===== config.mk =====
export PLATFORM = sky130hd
export DESIGN_NAME = x86_16_mov_instruction_decoder
export DESIGN_NICKNAME = d
export VERILOG_FILES = /design/src/rtl/mvdec_pkg.sv /design/src/rtl/mvdec_in_stage.sv /design/src/rtl/mvdec_decode.sv /design/src/rtl/mvdec_out_stage.sv /design/src/rtl/x86_16_mov_instruction_decoder.sv
export SDC_FILE = /design/constraint.sdc
export NUM_CORES = 1
export LEC_CHECK = 0
export ABC_AREA = 1
export ABC_CLOCK_PERIOD_IN_PS = 2700
export BUFFER_PORTS_ARGS = -buffer_cell sky130_fd_sc_hd__buf_2
export CAP_MARGIN = 5
export CORE_UTILIZATION = 53
export DETAILED_ROUTE_END_ITERATION = 8
export GPL_TIMING_DRIVEN = 0
export PLACE_DENSITY = 0.84
export SKIP_CTS_REPAIR_TIMING = 1
export SYNTH_ARGS = -nofsm -noshare
export SYNTH_HDL_FRONTEND = slang
export SYNTH_SLANG_ARGS = --single-unit
export TNS_END_PERCENT = 30

===== constraint.sdc =====
create_clock -name clk -period 2.7 [get_ports clk]
set_input_delay 0.405 -clock clk [delete_from_list [all_inputs] [get_ports clk]]
set_output_delay 0.405 -clock clk [all_outputs]
set_load 0.01 [all_outputs]

===== src/rtl/mvdec_pkg.sv =====
// Package for the 8086 MOV decoder: record type, kind codes, opcode patterns
// and the opcode classifier. It has no dependencies.
package mvdec_pkg;

    // Record kinds.
    localparam logic [2:0] KIND_RM_REG    = 3'd0;
    localparam logic [2:0] KIND_IMM_RM    = 3'd1;
    localparam logic [2:0] KIND_IMM_REG   = 3'd2;
    localparam logic [2:0] KIND_MEM_ACC   = 3'd3;
    localparam logic [2:0] KIND_ACC_MEM   = 3'd4;
    localparam logic [2:0] KIND_UNSUP     = 3'd5;
    localparam logic [2:0] KIND_UNKNOWN   = 3'd6;

    // Opcode masks and patterns.
    localparam logic [7:0] MASK_RM_REG    = 8'hFC;
    localparam logic [7:0] BITS_RM_REG    = 8'h88;
    localparam logic [7:0] MASK_W1        = 8'hFE;
    localparam logic [7:0] BITS_IMM_RM    = 8'hC6;
    localparam logic [7:0] MASK_IMM_REG   = 8'hF0;
    localparam logic [7:0] BITS_IMM_REG   = 8'hB0;
    localparam logic [7:0] BITS_MEM_ACC   = 8'hA0;
    localparam logic [7:0] BITS_ACC_MEM   = 8'hA2;
    localparam logic [7:0] OP_SEG_TO      = 8'h8E;
    localparam logic [7:0] OP_SEG_FROM    = 8'h8C;
    localparam logic [7:0] MODRM_REG_MASK = 8'h38;
    localparam logic [7:0] MODRM_MOD_MASK = 8'hC0;

    // One decoded record.
    typedef struct packed {
        logic [2:0]  kind;
        logic        direction;
        logic        wide;
        logic [1:0]  addr_mode;
        logic [2:0]  reg_select;
        logic [2:0]  rm_select;
        logic        direct_mem;
        logic [15:0] displacement;
        logic [15:0] immediate;
        logic [2:0]  length;
    } result_t;

    // Map an opcode byte to the form it opens.
    function automatic logic [2:0] classify(input logic [7:0] op);
        logic [2:0] k;
        if ((op & MASK_RM_REG) == BITS_RM_REG)       k = KIND_RM_REG;
        else if ((op & MASK_W1) == BITS_IMM_RM)      k = KIND_IMM_RM;
        else if ((op & MASK_IMM_REG) == BITS_IMM_REG) k = KIND_IMM_REG;
        else if ((op & MASK_W1) == BITS_MEM_ACC)     k = KIND_MEM_ACC;
        else if ((op & MASK_W1) == BITS_ACC_MEM)     k = KIND_ACC_MEM;
        else if (op == OP_SEG_TO || op == OP_SEG_FROM) k = KIND_UNSUP;
        else                                         k = KIND_UNKNOWN;
        return k;
    endfunction

    // Operand width bit; the immediate-to-register form keeps it in bit 3.
    function automatic logic wide_of(input logic [7:0] op);
        logic w;
        if (classify(op) == KIND_IMM_REG) w = op[3];
        else                              w = op[0];
        return w;
    endfunction

endpackage


===== src/rtl/mvdec_in_stage.sv =====
// Input register of the MOV decoder: holds one code byte until it is decoded.
// Depends on nothing but the clock and reset.
module mvdec_in_stage
(
    input  logic       clk,
    input  logic       rst_n,
    input  logic [7:0] code_byte,
    input  logic       byte_valid,
    output logic       byte_stall,
    input  logic       advance,
    output logic       full,
    output logic [7:0] held_byte
);

    logic       full_reg;
    logic       full_next;
    logic [7:0] byte_reg;
    logic       take;

    // A new byte can enter whenever the held one is consumed this cycle.
    assign byte_stall = full_reg && !advance;
    assign take       = byte_valid && !byte_stall;

    always_comb
    begin
        if (take)
            full_next = 1'b1;
        else if (advance)
            full_next = 1'b0;
        else
            full_next = full_reg;
    end

    // Occupancy flag.
    always_ff @(posedge clk or negedge rst_n)
    begin
        if (!rst_n)
            full_reg <= 1'b0;
        else
            full_reg <= full_next;
    end

    // Byte payload register.
    always_ff @(posedge clk)
    begin
        if (take)
            byte_reg <= code_byte;
    end

    assign full      = full_reg;
    assign held_byte = byte_reg;

endmodule


===== src/rtl/mvdec_decode.sv =====
// Decode core of the MOV decoder: phase and gathered fields, and the record
// that the current byte completes. Depends on mvdec_pkg.
module mvdec_decode
(
    input  logic                clk,
    input  logic                rst_n,
    input  logic [7:0]          held_byte,
    input  logic                advance,
    output logic                emit,
    output mvdec_pkg::result_t  rec
);

    localparam logic [2:0] PH_OPCODE = 3'd0;
    localparam logic [2:0] PH_MODRM  = 3'd1;
    localparam logic [2:0] PH_DISPLO = 3'd2;
    localparam logic [2:0] PH_DISPHI = 3'd3;
    localparam logic [2:0] PH_IMMLO  = 3'd4;
    localparam logic [2:0] PH_IMMHI  = 3'd5;

    logic [2:0]  phase_reg,  phase_next;
    logic [7:0]  op_reg,     op_next;
    logic [7:0]  modrm_reg,  modrm_next;
    logic [15:0] disp_reg,   disp_next;
    logic [15:0] imm_reg,    imm_next;
    logic [2:0]  count_reg,  count_next;
    logic [2:0]  emit_kind;
    logic [2:0]  k_held;
    logic [2:0]  k_byte;
    logic [1:0]  mod_n;
    logic [2:0]  rm_n;
    logic        direct_n;

    assign k_held = mvdec_pkg::classify(op_reg);
    assign k_byte = mvdec_pkg::classify(held_byte);

    // Next state and whether this byte finishes an instruction.
    always_comb
    begin
        phase_next = phase_reg;
        op_next    = op_reg;
        modrm_next = modrm_reg;
        disp_next  = disp_reg;
        imm_next   = imm_reg;
        count_next = 3'(count_reg + 3'd1);
        emit       = 1'b0;
        emit_kind  = k_held;
        case (phase_reg)
            PH_MODRM:
            begin
                modrm_next = held_byte;
                if (k_held == mvdec_pkg::KIND_UNSUP ||
                    (k_held == mvdec_pkg::KIND_IMM_RM &&
                     (held_byte & mvdec_pkg::MODRM_REG_MASK) != 8'h00))
                begin
                    emit      = 1'b1;
                    emit_kind = mvdec_pkg::KIND_UNSUP;
                end
                else if (held_byte[7:6] == 2'd1 || held_byte[7:6] == 2'd2 ||
                         (held_byte[7:6] == 2'd0 && held_byte[2:0] == 3'd6))
                    phase_next = PH_DISPLO;
                else if (k_held == mvdec_pkg::KIND_IMM_RM)
                    phase_next = PH_IMMLO;
                else
                    emit = 1'b1;
            end
            PH_DISPLO:
            begin
                disp_next = {8'h00, held_byte};
                if (k_held == mvdec_pkg::KIND_MEM_ACC ||
                    k_held == mvdec_pkg::KIND_ACC_MEM ||
                    modrm_reg[7:6] == 2'd2 ||
                    (modrm_reg[7:6] == 2'd0 && modrm_reg[2:0] == 3'd6))
                    phase_next = PH_DISPHI;
                else
                begin
                    // Short displacement is sign-extended.
                    if (held_byte[7])
                        disp_next[15:8] = 8'hFF;
                    if (k_held == mvdec_pkg::KIND_IMM_RM)
                        phase_next = PH_IMMLO;
                    else
                        emit = 1'b1;
                end
            end
            PH_DISPHI:
            begin
                disp_next = {held_byte, disp_reg[7:0]};
                if (k_held == mvdec_pkg::KIND_IMM_RM)
                    phase_next = PH_IMMLO;
                else
                    emit = 1'b1;
            end
            PH_IMMLO:
            begin
                imm_next = {8'h00, held_byte};
                if (mvdec_pkg::wide_of(op_reg))
                    phase_next = PH_IMMHI;
                else
                    emit = 1'b1;
            end
            PH_IMMHI:
            begin
                imm_next = {held_byte, imm_reg[7:0]};
                emit     = 1'b1;
            end
            default:
            begin
                // Opcode byte; unknown phase codes land here as well.
                op_next    = held_byte;
                modrm_next = 8'h00;
                disp_next  = 16'h0000;
                imm_next   = 16'h0000;
                count_next = 3'd1;
                emit_kind  = k_byte;
                case (k_byte)
                    mvdec_pkg::KIND_RM_REG,
                    mvdec_pkg::KIND_IMM_RM,
                    mvdec_pkg::KIND_UNSUP:   phase_next = PH_MODRM;
                    mvdec_pkg::KIND_IMM_REG: phase_next = PH_IMMLO;
                    mvdec_pkg::KIND_MEM_ACC,
                    mvdec_pkg::KIND_ACC_MEM: phase_next = PH_DISPLO;
                    default:                 emit = 1'b1;
                endcase
            end
        endcase
        if (emit)
            phase_next = PH_OPCODE;
    end

    assign mod_n    = modrm_next[7:6];
    assign rm_n     = modrm_next[2:0];
    assign direct_n = (mod_n == 2'd0) && (rm_n == 3'd6);

    // Record fields; anything without meaning for the kind stays zero.
    always_comb
    begin
        rec        = '0;
        rec.kind   = emit_kind;
        rec.length = count_next;
        case (emit_kind)
            mvdec_pkg::KIND_RM_REG, mvdec_pkg::KIND_IMM_RM:
            begin
                rec.direction    = (emit_kind == mvdec_pkg::KIND_RM_REG) && op_next[1];
                rec.wide         = op_next[0];
                rec.addr_mode    = mod_n;
                rec.reg_select   = (emit_kind == mvdec_pkg::KIND_RM_REG) ?
                                   modrm_next[5:3] : 3'd0;
                rec.rm_select    = rm_n;
                rec.direct_mem   = direct_n;
                rec.displacement = disp_next;
                rec.immediate    = (emit_kind == mvdec_pkg::KIND_IMM_RM) ?
                                   imm_next : 16'h0000;
            end
            mvdec_pkg::KIND_IMM_REG:
            begin
                rec.direction  = 1'b1;
                rec.wide       = op_next[3];
                rec.reg_select = op_next[2:0];
                rec.immediate  = imm_next;
            end
            mvdec_pkg::KIND_MEM_ACC, mvdec_pkg::KIND_ACC_MEM:
            begin
                rec.direction    = (emit_kind == mvdec_pkg::KIND_MEM_ACC);
                rec.wide         = op_next[0];
                rec.direct_mem   = 1'b1;
                rec.displacement = disp_next;
            end
            mvdec_pkg::KIND_UNSUP:
            begin
                rec.direction  = op_next[1];
                rec.wide       = op_next[0];
                rec.addr_mode  = mod_n;
                rec.reg_select = modrm_next[5:3];
                rec.rm_select  = rm_n;
            end
            default:
            begin
                rec.kind = emit_kind;
            end
        endcase
    end

    // Decoder state, updated once per consumed byte.
    always_ff @(posedge clk or negedge rst_n)
    begin
        if (!rst_n)
        begin
            phase_reg <= PH_OPCODE;
            op_reg    <= 8'h00;
            modrm_reg <= 8'h00;
            disp_reg  <= 16'h0000;
            imm_reg   <= 16'h0000;
            count_reg <= 3'd0;
        end
        else if (advance)
        begin
            phase_reg <= phase_next;
            op_reg    <= op_next;
            modrm_reg <= modrm_next;
            disp_reg  <= disp_next;
            imm_reg   <= imm_next;
            count_reg <= count_next;
        end
    end

endmodule


===== src/rtl/mvdec_out_stage.sv =====
// Output register of the MOV decoder: holds a finished record until taken and
// decides when the held byte may be consumed. Depends on mvdec_pkg.
module mvdec_out_stage
(
    input  logic               clk,
    input  logic               rst_n,
    input  logic               full,
    input  logic               emit,
    input  mvdec_pkg::result_t rec,
    output logic               advance,
    output logic               rec_valid,
    input  logic               rec_stall,
    output mvdec_pkg::result_t rec_out
);

    logic               valid_reg;
    logic               valid_next;
    mvdec_pkg::result_t rec_reg;
    logic               load;

    // A byte that makes no record never waits on the output side.
    assign advance = full && (!emit || !valid_reg || !rec_stall);
    assign load    = advance && emit;

    always_comb
    begin
        if (load)
            valid_next = 1'b1;
        else if (!rec_stall)
            valid_next = 1'b0;
        else
            valid_next = valid_reg;
    end

    // Record valid flag.
    always_ff @(posedge clk or negedge rst_n)
    begin
        if (!rst_n)
            valid_reg <= 1'b0;
        else
            valid_reg <= valid_next;
    end

    // Record payload register.
    always_ff @(posedge clk)
    begin
        if (load)
            rec_reg <= rec;
    end

    assign rec_valid = valid_reg;
    assign rec_out   = rec_reg;

endmodule


===== src/rtl/x86_16_mov_instruction_decoder.sv =====
// Top level of the 8086 MOV decoder: input register, decode core, record register.
// Depends on mvdec_pkg, mvdec_in_stage, mvdec_decode and mvdec_out_stage.
//
//   Channel   Handshake                Payload
//   bytes     byte_valid / byte_stall  code_byte
//   records   rec_valid / rec_stall    kind .. length (ten fields)
//
// One code byte per cycle is sustained unless a stalled record holds it back;
// each record is registered as its last byte leaves the byte register.
// The decode step sits between the byte register and the record register.
// Reset (rst_n low) empties both registers and returns to waiting for an opcode.
// A stalled record holds only bytes that would make a new record; other bytes
// keep flowing.
module x86_16_mov_instruction_decoder
(
    input  logic        clk,
    input  logic        rst_n,
    input  logic [7:0]  code_byte,
    input  logic        byte_valid,
    output logic        byte_stall,
    output logic [2:0]  kind,
    output logic        direction,
    output logic        wide,
    output logic [1:0]  addr_mode,
    output logic [2:0]  reg_select,
    output logic [2:0]  rm_select,
    output logic        direct_mem,
    output logic [15:0] displacement,
    output logic [15:0] immediate,
    output logic [2:0]  length,
    output logic        rec_valid,
    input  logic        rec_stall
);

    logic               full;
    logic [7:0]         held_byte;
    logic               advance;
    logic               emit;
    mvdec_pkg::result_t rec;
    mvdec_pkg::result_t rec_out;

    // Byte register.
    mvdec_in_stage u_in_stage
    (
        .clk        (clk),
        .rst_n      (rst_n),
        .code_byte  (code_byte),
        .byte_valid (byte_valid),
        .byte_stall (byte_stall),
        .advance    (advance),
        .full       (full),
        .held_byte  (held_byte)
    );

    // Decode core.
    mvdec_decode u_decode
    (
        .clk       (clk),
        .rst_n     (rst_n),
        .held_byte (held_byte),
        .advance   (advance),
        .emit      (emit),
        .rec       (rec)
    );

    // Record register.
    mvdec_out_stage u_out_stage
    (
        .clk       (clk),
        .rst_n     (rst_n),
        .full      (full),
        .emit      (emit),
        .rec       (rec),
        .advance   (advance),
        .rec_valid (rec_valid),
        .rec_stall (rec_stall),
        .rec_out   (rec_out)
    );

    assign kind         = rec_out.kind;
    assign direction    = rec_out.direction;
    assign wide         = rec_out.wide;
    assign addr_mode    = rec_out.addr_mode;
    assign reg_select   = rec_out.reg_select;
    assign rm_select    = rec_out.rm_select;
    assign direct_mem   = rec_out.direct_mem;
    assign displacement = rec_out.displacement;
    assign immediate    = rec_out.immediate;
    assign length       = rec_out.length;

endmodule


==> results of run 1 <==
-- Yosys cell counts (12+ instances only) --
cell type	instances	share of area
a22oi_1	20	0.026
buf_6	12	0.024
dfrtp_1	56	0.24
edfxtp_1	57	0.30
inv_1	41	0.027
nand2_1	161	0.11
nand3_1	82	0.072
nand4_1	12	0.013
nor2_1	31	0.020
nor3_1	16	0.014
o21ai_0	34	0.030
o21ai_1	22	0.019
-- layout make-up --
type	instances	area, um2
plain buffers	29	235
inverters	50	209
repair inverters	3	22.5
clock inverters	13	208
fillers	756	3190
repair buffers	90	532
well taps	136	170
multi-input cells	433	2290
clock buffers	19	443
flip-flops and latches	113	3110
-- metal layers --
| metal | global-route usage | up-vias | part of all wire |
|---|---|---|---|
| met5 | 0 | - | 0 |
| met4 | 0.129 | 0 | 0.033 |
| met3 | 0.0779 | 50 | 0.081 |
| met2 | 0.461 | 252 | 0.49 |
| met1 | 0.350 | 2465 | 0.40 |
| li1 | - | 2377 | - |
-- logic make-up (layout without fill, tap and decap cells) --
logic type	after synthesis	in the layout
flip-flops	113	113
buffers and inverters	79	204
AO/OA/AOI/OAI	102	102
adder cells (fa/ha/maj)	3	3
AND/OR/NAND/NOR	328	328
-- worst max-delay path: stages, from the launching register on --
cell      delay [ns]
edfxtp_1        0.40
buf_6           0.16
inv_6           0.06
ha_4            0.13
nand2_4         0.05
nor2_4          0.14
nor2_4          0.06
nand2_1         0.06
nand3_2         0.07
a21oi_2         0.19
nand3_4         0.14
nand3_4         0.12
inv_2           0.04
buf_6           0.11
-- worst max-delay path by stage --
stage,startpoint,to,depth (start not counted)
5_1_grt,u_in_stage.held_byte[1],byte_stall,9
3_3_place_gp,u_in_stage.held_byte[6],u_out_stage.rec_out[42],11
3_5_place_dp,u_in_stage.held_byte[6],u_out_stage.rec_out[43],11
2_1_floorplan,u_in_stage.held_byte[7],u_out_stage.rec_out[0],12
4_1_cts,u_in_stage.held_byte[6],u_out_stage.rec_out[41],11
6_report,u_in_stage.held_byte[7],byte_stall,13
-- through the flow --
| stage | util | cell area, um2 |
|---|---|---|
| floorplan | - | 5740 |
| global placement | 0.597 | 6220 |
| detailed placement | 0.597 | 6220 |
| CTS | 0.659 | 6870 |
| global route | 0.694 | 7220 |
| finish | 0.694 | 7220 |
-- placed cells by master (no fill, tap or decap), types with 2 or more instances in the layout --
| cell type | Yosys | routed |
|---|---|---|
| bufinv_16 | 0 | 5 |
| nor3_1 | 16 | 16 |
| buf_2 | 10 | 68 |
| a22oi_1 | 20 | 20 |
| inv_1 | 41 | 35 |
| edfxtp_1 | 57 | 57 |
| o22ai_1 | 4 | 4 |
| a21oi_1 | 10 | 9 |
| dfrtp_1 | 56 | 56 |
| o21ai_4 | 2 | 2 |
| o21ai_0 | 34 | 34 |
| nand2_2 | 2 | 2 |
| clkbuf_16 | 0 | 17 |
| nand3_1 | 82 | 79 |
| nor2_2 | 2 | 3 |
| nor2_1 | 31 | 27 |
| inv_2 | 6 | 8 |
| clkinv_2 | 1 | 3 |
| nor2_4 | 3 | 6 |
| nand4_1 | 12 | 12 |
| nand3b_1 | 4 | 4 |
| o21ai_1 | 22 | 22 |
| buf_4 | 4 | 32 |
| clkinv_4 | 0 | 2 |
| buf_1 | 2 | 2 |
| buf_6 | 12 | 14 |
| clkinvlp_4 | 0 | 9 |
| nand3_2 | 1 | 2 |
| nand2_4 | 9 | 10 |
| ha_1 | 3 | 2 |
| nand2_1 | 161 | 160 |
| o211ai_1 | 8 | 8 |
| inv_4 | 2 | 3 |
| clkbuf_1 | 1 | 2 |
| nor3_4 | 1 | 3 |
| nand3_4 | 0 | 2 |
-- where the power goes --
part / total [mW] / leakage, nW / switching, mW / internal, mW
sequential: 2.71 / 1.31 / 0.269 / 2.44
clock: 2.43 / 0.305 / 0.790 / 1.64
combinational: 3.58 / 1.65 / 2.43 / 1.15
==> summary.md, run 1 <==
| Metric | Value |
|---|---|
| DRT iter0 DRCs | 588 |
| Final Cycle Share | 0.990 |
| Clk slew on worst S/H paths | 0.06 ns |
| Initial core utilization | 0.551 |
| Total power | 8.73 mW |
| EDFF count, synth | 57 |
| Congestion Overflow GR | 0 |
| Dominant synthesized flop cell | edfxtp_1 |
| Max Fclk | 0.374 GHz |
| Post-synthesis average cell area | 9.17 um2 |
| # IOs | 63 |
| Post-Synthesis Cell Area | 5730 um2 |
| Final WL | 15500 um |
| Final net count | 752 |
| Die area | 11200 um2 |
| Worst Slack Setup Final | 0.0278 ns |
| Worst endpoint data arrival time | 2.27 ns |
| Largest family of logic cells by synthesized area | simple AND/OR/NAND/NOR gates |
| Yosys warns | 0 |
| RSZ-0062 raised after global routing | yes |
| Min-delay worst type | in -> reg |
| # clock sinks | 113 |
| Num CTS Buffers | 17 |
| Setup TNS | 0 ns |
| Ys async rst share | 0.496 |
| Detailed Routing Iterations Pass 1 | 6 |
| Pin count of the biggest net entering global routing | 57 |
| Vias | 5144 |
| Kind of critical path | reg -> out |
| Place WS | -0.706 ns |
| Core area | 10400 um2 |
| # Max-Cap Violations | 0 |
| H-tree levels | 4 |
| Antenna violations before repair | 0 |
| Number of global-route vias before repair | 4864 |
| Wire per inst | 17.5 um |
| Antenna-violating nets left | 0 |
| DP Cell Count | 823 |
| Clock root buffer | clkbuf_8 |
| IO Port Bufs | 62 |
| Reg-to-reg endpoint | u_out_stage.rec_out[6] |
| Setup crit end kind | output port |
| FF-to-FF Start | u_in_stage.held_byte[7] |
| Hold_ws | 0.0463 ns |
| WHS Path Cells | 1 |
| Synth Area in Adders | 0.00655 |
| Xor-xnor portion of the synthesized cell area | 0 |
| Max_slew headroom | 0.519 |
| Max Fanout on Critical Path | 5 |
| Endpoints failing setup | 0 |
| Worst hold start | code_byte[0] |
| Num rows | 37 |
| Final slew viol count | 0 |
| Area grow syn2layout | 26.0% |
| First-pass GRT wire length | 24200 um |
| Worst Skew | 0.00717 ns |
| Yosys reg bits | 113 |
| Die height | 106 um |
| Worst IR Drop VDD | 0.751 mV |
| DP HPWL | 9920 um |
| Multiplexer area fraction after synthesis | 0 |
| Pwr Density | 1210 nW/um2 |
| GPL Wtd Cong | 0.938 |
| Synth unique cells | 36 |
| # diodes | 0 |
| R2r worst-path depth | 12 |
| Max FFs per register | 49 |
| Worst-Margin Slew | 0.721 ns |
| Synth Area in Compound Gates | 0.107 |
| Share of layout cells above drive strength 1 | 0.265 |
| Final Non-Filler Cells | 886 |
| Sequential share of the synthesized area | 0.543 |
| Vias per cell | 5.81 |
| Min Tclk post-route | 2.67 ns |
| Leak Pwr | 3.26 nW |
| Die width | 106 um |
| Simple-gate portion of the synthesized area | 0.270 |
| Total GRT Usage | 0.282 |
| Endpoint, Worst Hold | u_in_stage.held_byte[0] |
| Synthesized Nets | 640 |
| Clk Latency, worst-skew pair | 0.53 ns |
| CTS tree | done |
| Status | completed |
| Gate Count Post-Synth | 625 |
| Final hold viol count | 0 |
| Max Root-Sink Buffers | 2 |
| Worst EP required | 2.30 ns |
| Reg2reg setup slack | 0.22 ns |
| Crit start category | flop |
| Residual DRC count | 0 |
No activity file was read; power rests on OpenSTA's default activity.
==> run 2: changes to the inputs <==
--- a/config.mk
+++ b/config.mk
@@ -5,7 +5,7 @@
 export SDC_FILE = /design/constraint.sdc
 export NUM_CORES = 1
 export LEC_CHECK = 0
-export ABC_AREA = 1
+export ABC_AREA = 0
 export ABC_CLOCK_PERIOD_IN_PS = 2700
 export BUFFER_PORTS_ARGS = -buffer_cell sky130_fd_sc_hd__buf_2
 export CAP_MARGIN = 5
==> summary.md, run 2 <==
| Metric | Value |
|---|---|
| Status | complete, but fails checks (was completed) |
| Failing checks | setup timing |
| Largest area contributor in the netlist | edfxtp_1 (unchanged) |
| DP Area | 6140 um2 (was 6220 um2) |
| # IOs | 63 (unchanged) |
| # Max-Cap Violations | 0 (unchanged) |
| Setup crit end kind | output port (unchanged) |
| Synth unique cells | 63 (was 36) |
| DP HPWL | 9380 um (was 9920 um) |
| H-tree levels | 4 (unchanged) |
| Die height | 105 um (was 106 um) |
| Synthesized Nets | 536 (was 640) |
| # clock sinks | 113 (unchanged) |
| Dominant synthesized flop cell | edfxtp_1 (unchanged) |
| RSZ-0062 raised after global routing | yes (unchanged) |
| Max Root-Sink Buffers | 2 (unchanged) |
| Final Non-Filler Cells | 778 (was 886) |
| Ys async rst share | 0.496 (unchanged) |
| Antenna violations before repair | 0 (unchanged) |
| Worst endpoint data arrival time | 2.61 ns (was 2.27 ns) |
| Worst Slack Setup Final | -0.311 ns (was 0.0278 ns) |
| Min-delay worst type | in -> reg (unchanged) |
| DRT iter0 DRCs | 523 (was 588) |
| Pwr Density | 1210 nW/um2 (about the same) |
| Core area | 10300 um2 (was 10400 um2) |
| Min Tclk post-route | 3.01 ns (was 2.67 ns) |
| Num rows | 37 (unchanged) |
| Antenna-violating nets left | 0 (unchanged) |
| Max_slew headroom | 0.484 (was 0.519) |
| Final slew viol count | 0 (unchanged) |
| NetSw | 3.25 mW (was 3.49 mW) |
| Finished Cell Area | 7150 um2 (was 7220 um2) |
| Most frequent cells in the layout | 68 x buf_2, 61 x nand2_1, 57 x edfxtp_1, 55 x dfrtp_1, 54 x nor2_1 (was 160 x nand2_1, 79 x nand3_1, 68 x buf_2, 57 x edfxtp_1, 56 x dfrtp_1) |
| Share of layout cells above drive strength 1 | 0.291 (was 0.265) |
| Worst IR Drop VDD | 0.559 mV (was 0.751 mV) |
| Gate Count Post-Synth | 521 (was 625) |
| Yosys reg bits | 113 (unchanged) |
| Post-Synthesis Cell Area | 5590 um2 (was 5730 um2) |
| Pin count of the biggest net entering global routing | 57 (unchanged) |
| Total GRT Usage | 0.274 (was 0.282) |
| Worst EP required | 2.30 ns (about the same) |
| Most common cell after layout, fill and taps aside | buf_2 (was nand2_1) |
| Crit start category | flop (unchanged) |
| Most frequent cell after synthesis | nand2_1 (unchanged) |
| Clock root buffer | clkbuf_8 (unchanged) |
| Sequential share of the synthesized area | 0.557 (was 0.543) |
| DP Cell Count | 720 (was 823) |
| Post-synthesis average cell area | 10.7 um2 (was 9.17 um2) |
| Cell Int Power | 5.43 mW (was 5.24 mW) |
| Leak Pwr | 3.03 nW (was 3.26 nW) |
| Max Fclk | 0.332 GHz (was 0.374 GHz) |
| Final Cycle Share | 1.12 (was 0.990) |
| Switching Share | 0.375 (was 0.400) |
| Final WL | 15100 um (was 15500 um) |
| Detailed Routing Iterations Pass 1 | 5 (was 6) |
| IO Port Bufs | 62 (unchanged) |
| Comb pwr share | 0.409 (was 0.410) |
| Initial core utilization | 0.544 (was 0.551) |
| Residual DRC count | 0 (unchanged) |
| Endpoints failing setup | 29 (was 0) |
| Hold_ws | 0.0530 ns (was 0.0463 ns) |
| Clk slew on worst S/H paths | 0.06 ns (about the same) |
| Area grow syn2layout | 27.9% (was 26.0%) |
| Die area | 11000 um2 (was 11200 um2) |
| Kind of critical path | reg -> out (unchanged) |
| Max Fanout on Critical Path | 8 (was 5) |
| Worst Skew | 0.00782 ns (was 0.00717 ns) |
| Top cells by area, synth | edfxtp_1 31%, dfrtp_1 25%, a22oi_1 4.4% (was edfxtp_1 30%, dfrtp_1 24%, nand2_1 11%) |
| Fin util | 0.696 (was 0.694) |
| Clk Latency, worst-skew pair | 0.53 ns (about the same) |
| Congestion Overflow GR | 0 (unchanged) |
| Clock share of power | 0.262 (was 0.279) |
| Worst-Margin Slew | 0.775 ns (was 0.721 ns) |
| First-pass GRT wire length | 22600 um (was 24200 um) |
| Final net count | 644 (was 752) |
| Number of global-route vias before repair | 4469 (was 4864) |
| EDFF count, synth | 57 (unchanged) |
| GPL Wtd Cong | 0.930 (was 0.938) |
| Num CTS Buffers | 17 (unchanged) |
| Die width | 105 um (was 106 um) |
| CTS tree | done (unchanged) |
| Place WS | -0.575 ns (was -0.706 ns) |
| # diodes | 0 (unchanged) |
| Vias per cell | 6.17 (was 5.81) |
| Commonest cells in the netlist | 64 x nand2_1, 57 x edfxtp_1, 56 x dfrtp_1, 55 x nor2_1, 33 x a22oi_1 (was 161 x nand2_1, 82 x nand3_1, 57 x edfxtp_1, 56 x dfrtp_1, 41 x inv_1) |
| Wire per inst | 19.3 um (was 17.5 um) |
| Final hold viol count | 0 (unchanged) |
| Yosys top cell area share | 0.306 (was 0.298) |
| Vias | 4799 (was 5144) |
| Flop pwr share | 0.328 (was 0.311) |
| Max FFs per register | 49 (unchanged) |
| Yosys warns | 0 (unchanged) |
## run 2: stage by stage
stage | TNS [ns] | power [mW]
after CTS | -46.53 | 8.05
after detailed placement | -43.36 | 5.74
after global placement | -56.55 | 5.60
final | -0.746 | 8.68
after global routing | -3.54 | 9.05
after floorplan | -11.82 | 4.81
## run 2: metal layers
layer / routed length, um / track usage
met5: 0 / 0
met4: 424 / 0.124
met3: 1030 / 0.0624
met2: 7440 / 0.450
met1: 6150 / 0.346
## run 2: cell type report
type                            instances  area, um2
Timing Repair Buffer                   90        587
Fill cell                             755       3130
Clock buffer                           24        568
Buffer                                 37        208
Sequential cell                       113       3110
Multi-Input combinational cell        355       2390
Clock inverter                          8       52.6
Tap cell                              136        170
Inverter                               15       56.3
## run 2: kinds of logic (layout without fill, tap and decap cells)
kind of cell    count (synthesis)  after routing  synth area share
flops                         113            113             0.557
compound gates                157            157             0.202
buf+inv                        53            174            0.0403
mux                            23             23            0.0443
xor+xnor                        1              1           0.00157
simple gates                  170            170             0.147
fa+ha+maj                       4              4           0.00850
## run 2: final timing paths
path,startpoint,endpoint,slack (ns),depth (start not counted)
setup / recovery,u_decode.op_reg[5],byte_stall,-0.31,9
hold / removal,code_byte[3],u_in_stage.held_byte[3],0.05,1
min in group asynchronous,rst_n,u_decode.disp_reg[13],0.49,2
hold reg to reg,u_decode.disp_reg[15],u_decode.disp_reg[15],0.49,1
setup reg to reg,u_decode.op_reg[5],u_decode.modrm_reg[7],-0.03,9
max in group asynchronous,rst_n,u_decode.op_reg[4],1.68,2
## run 2: worst max-delay path, cell delays in order, from the launching register on
cell and delay (ns):
dfrtp_1 0.37, buf_6 0.13, or4b_4 0.48, a211o_1 0.33
a31oi_2 0.16, o221a_4 0.26, nand2_4 0.08, nand2_4 0.08
nor2_1 0.04, buf_2 0.14
## run 2: power groups by stage
stage | Clock, mW | Sequential [mW] | Combinational [mW]
after global placement | 0 | 2.81 | 2.79
after floorplan | 0 | 2.96 | 1.85
after CTS | 2.28 | 2.82 | 2.95
after detailed placement | 0 | 2.83 | 2.91
final | 2.28 | 2.85 | 3.55
after global routing | 2.36 | 2.90 | 3.79
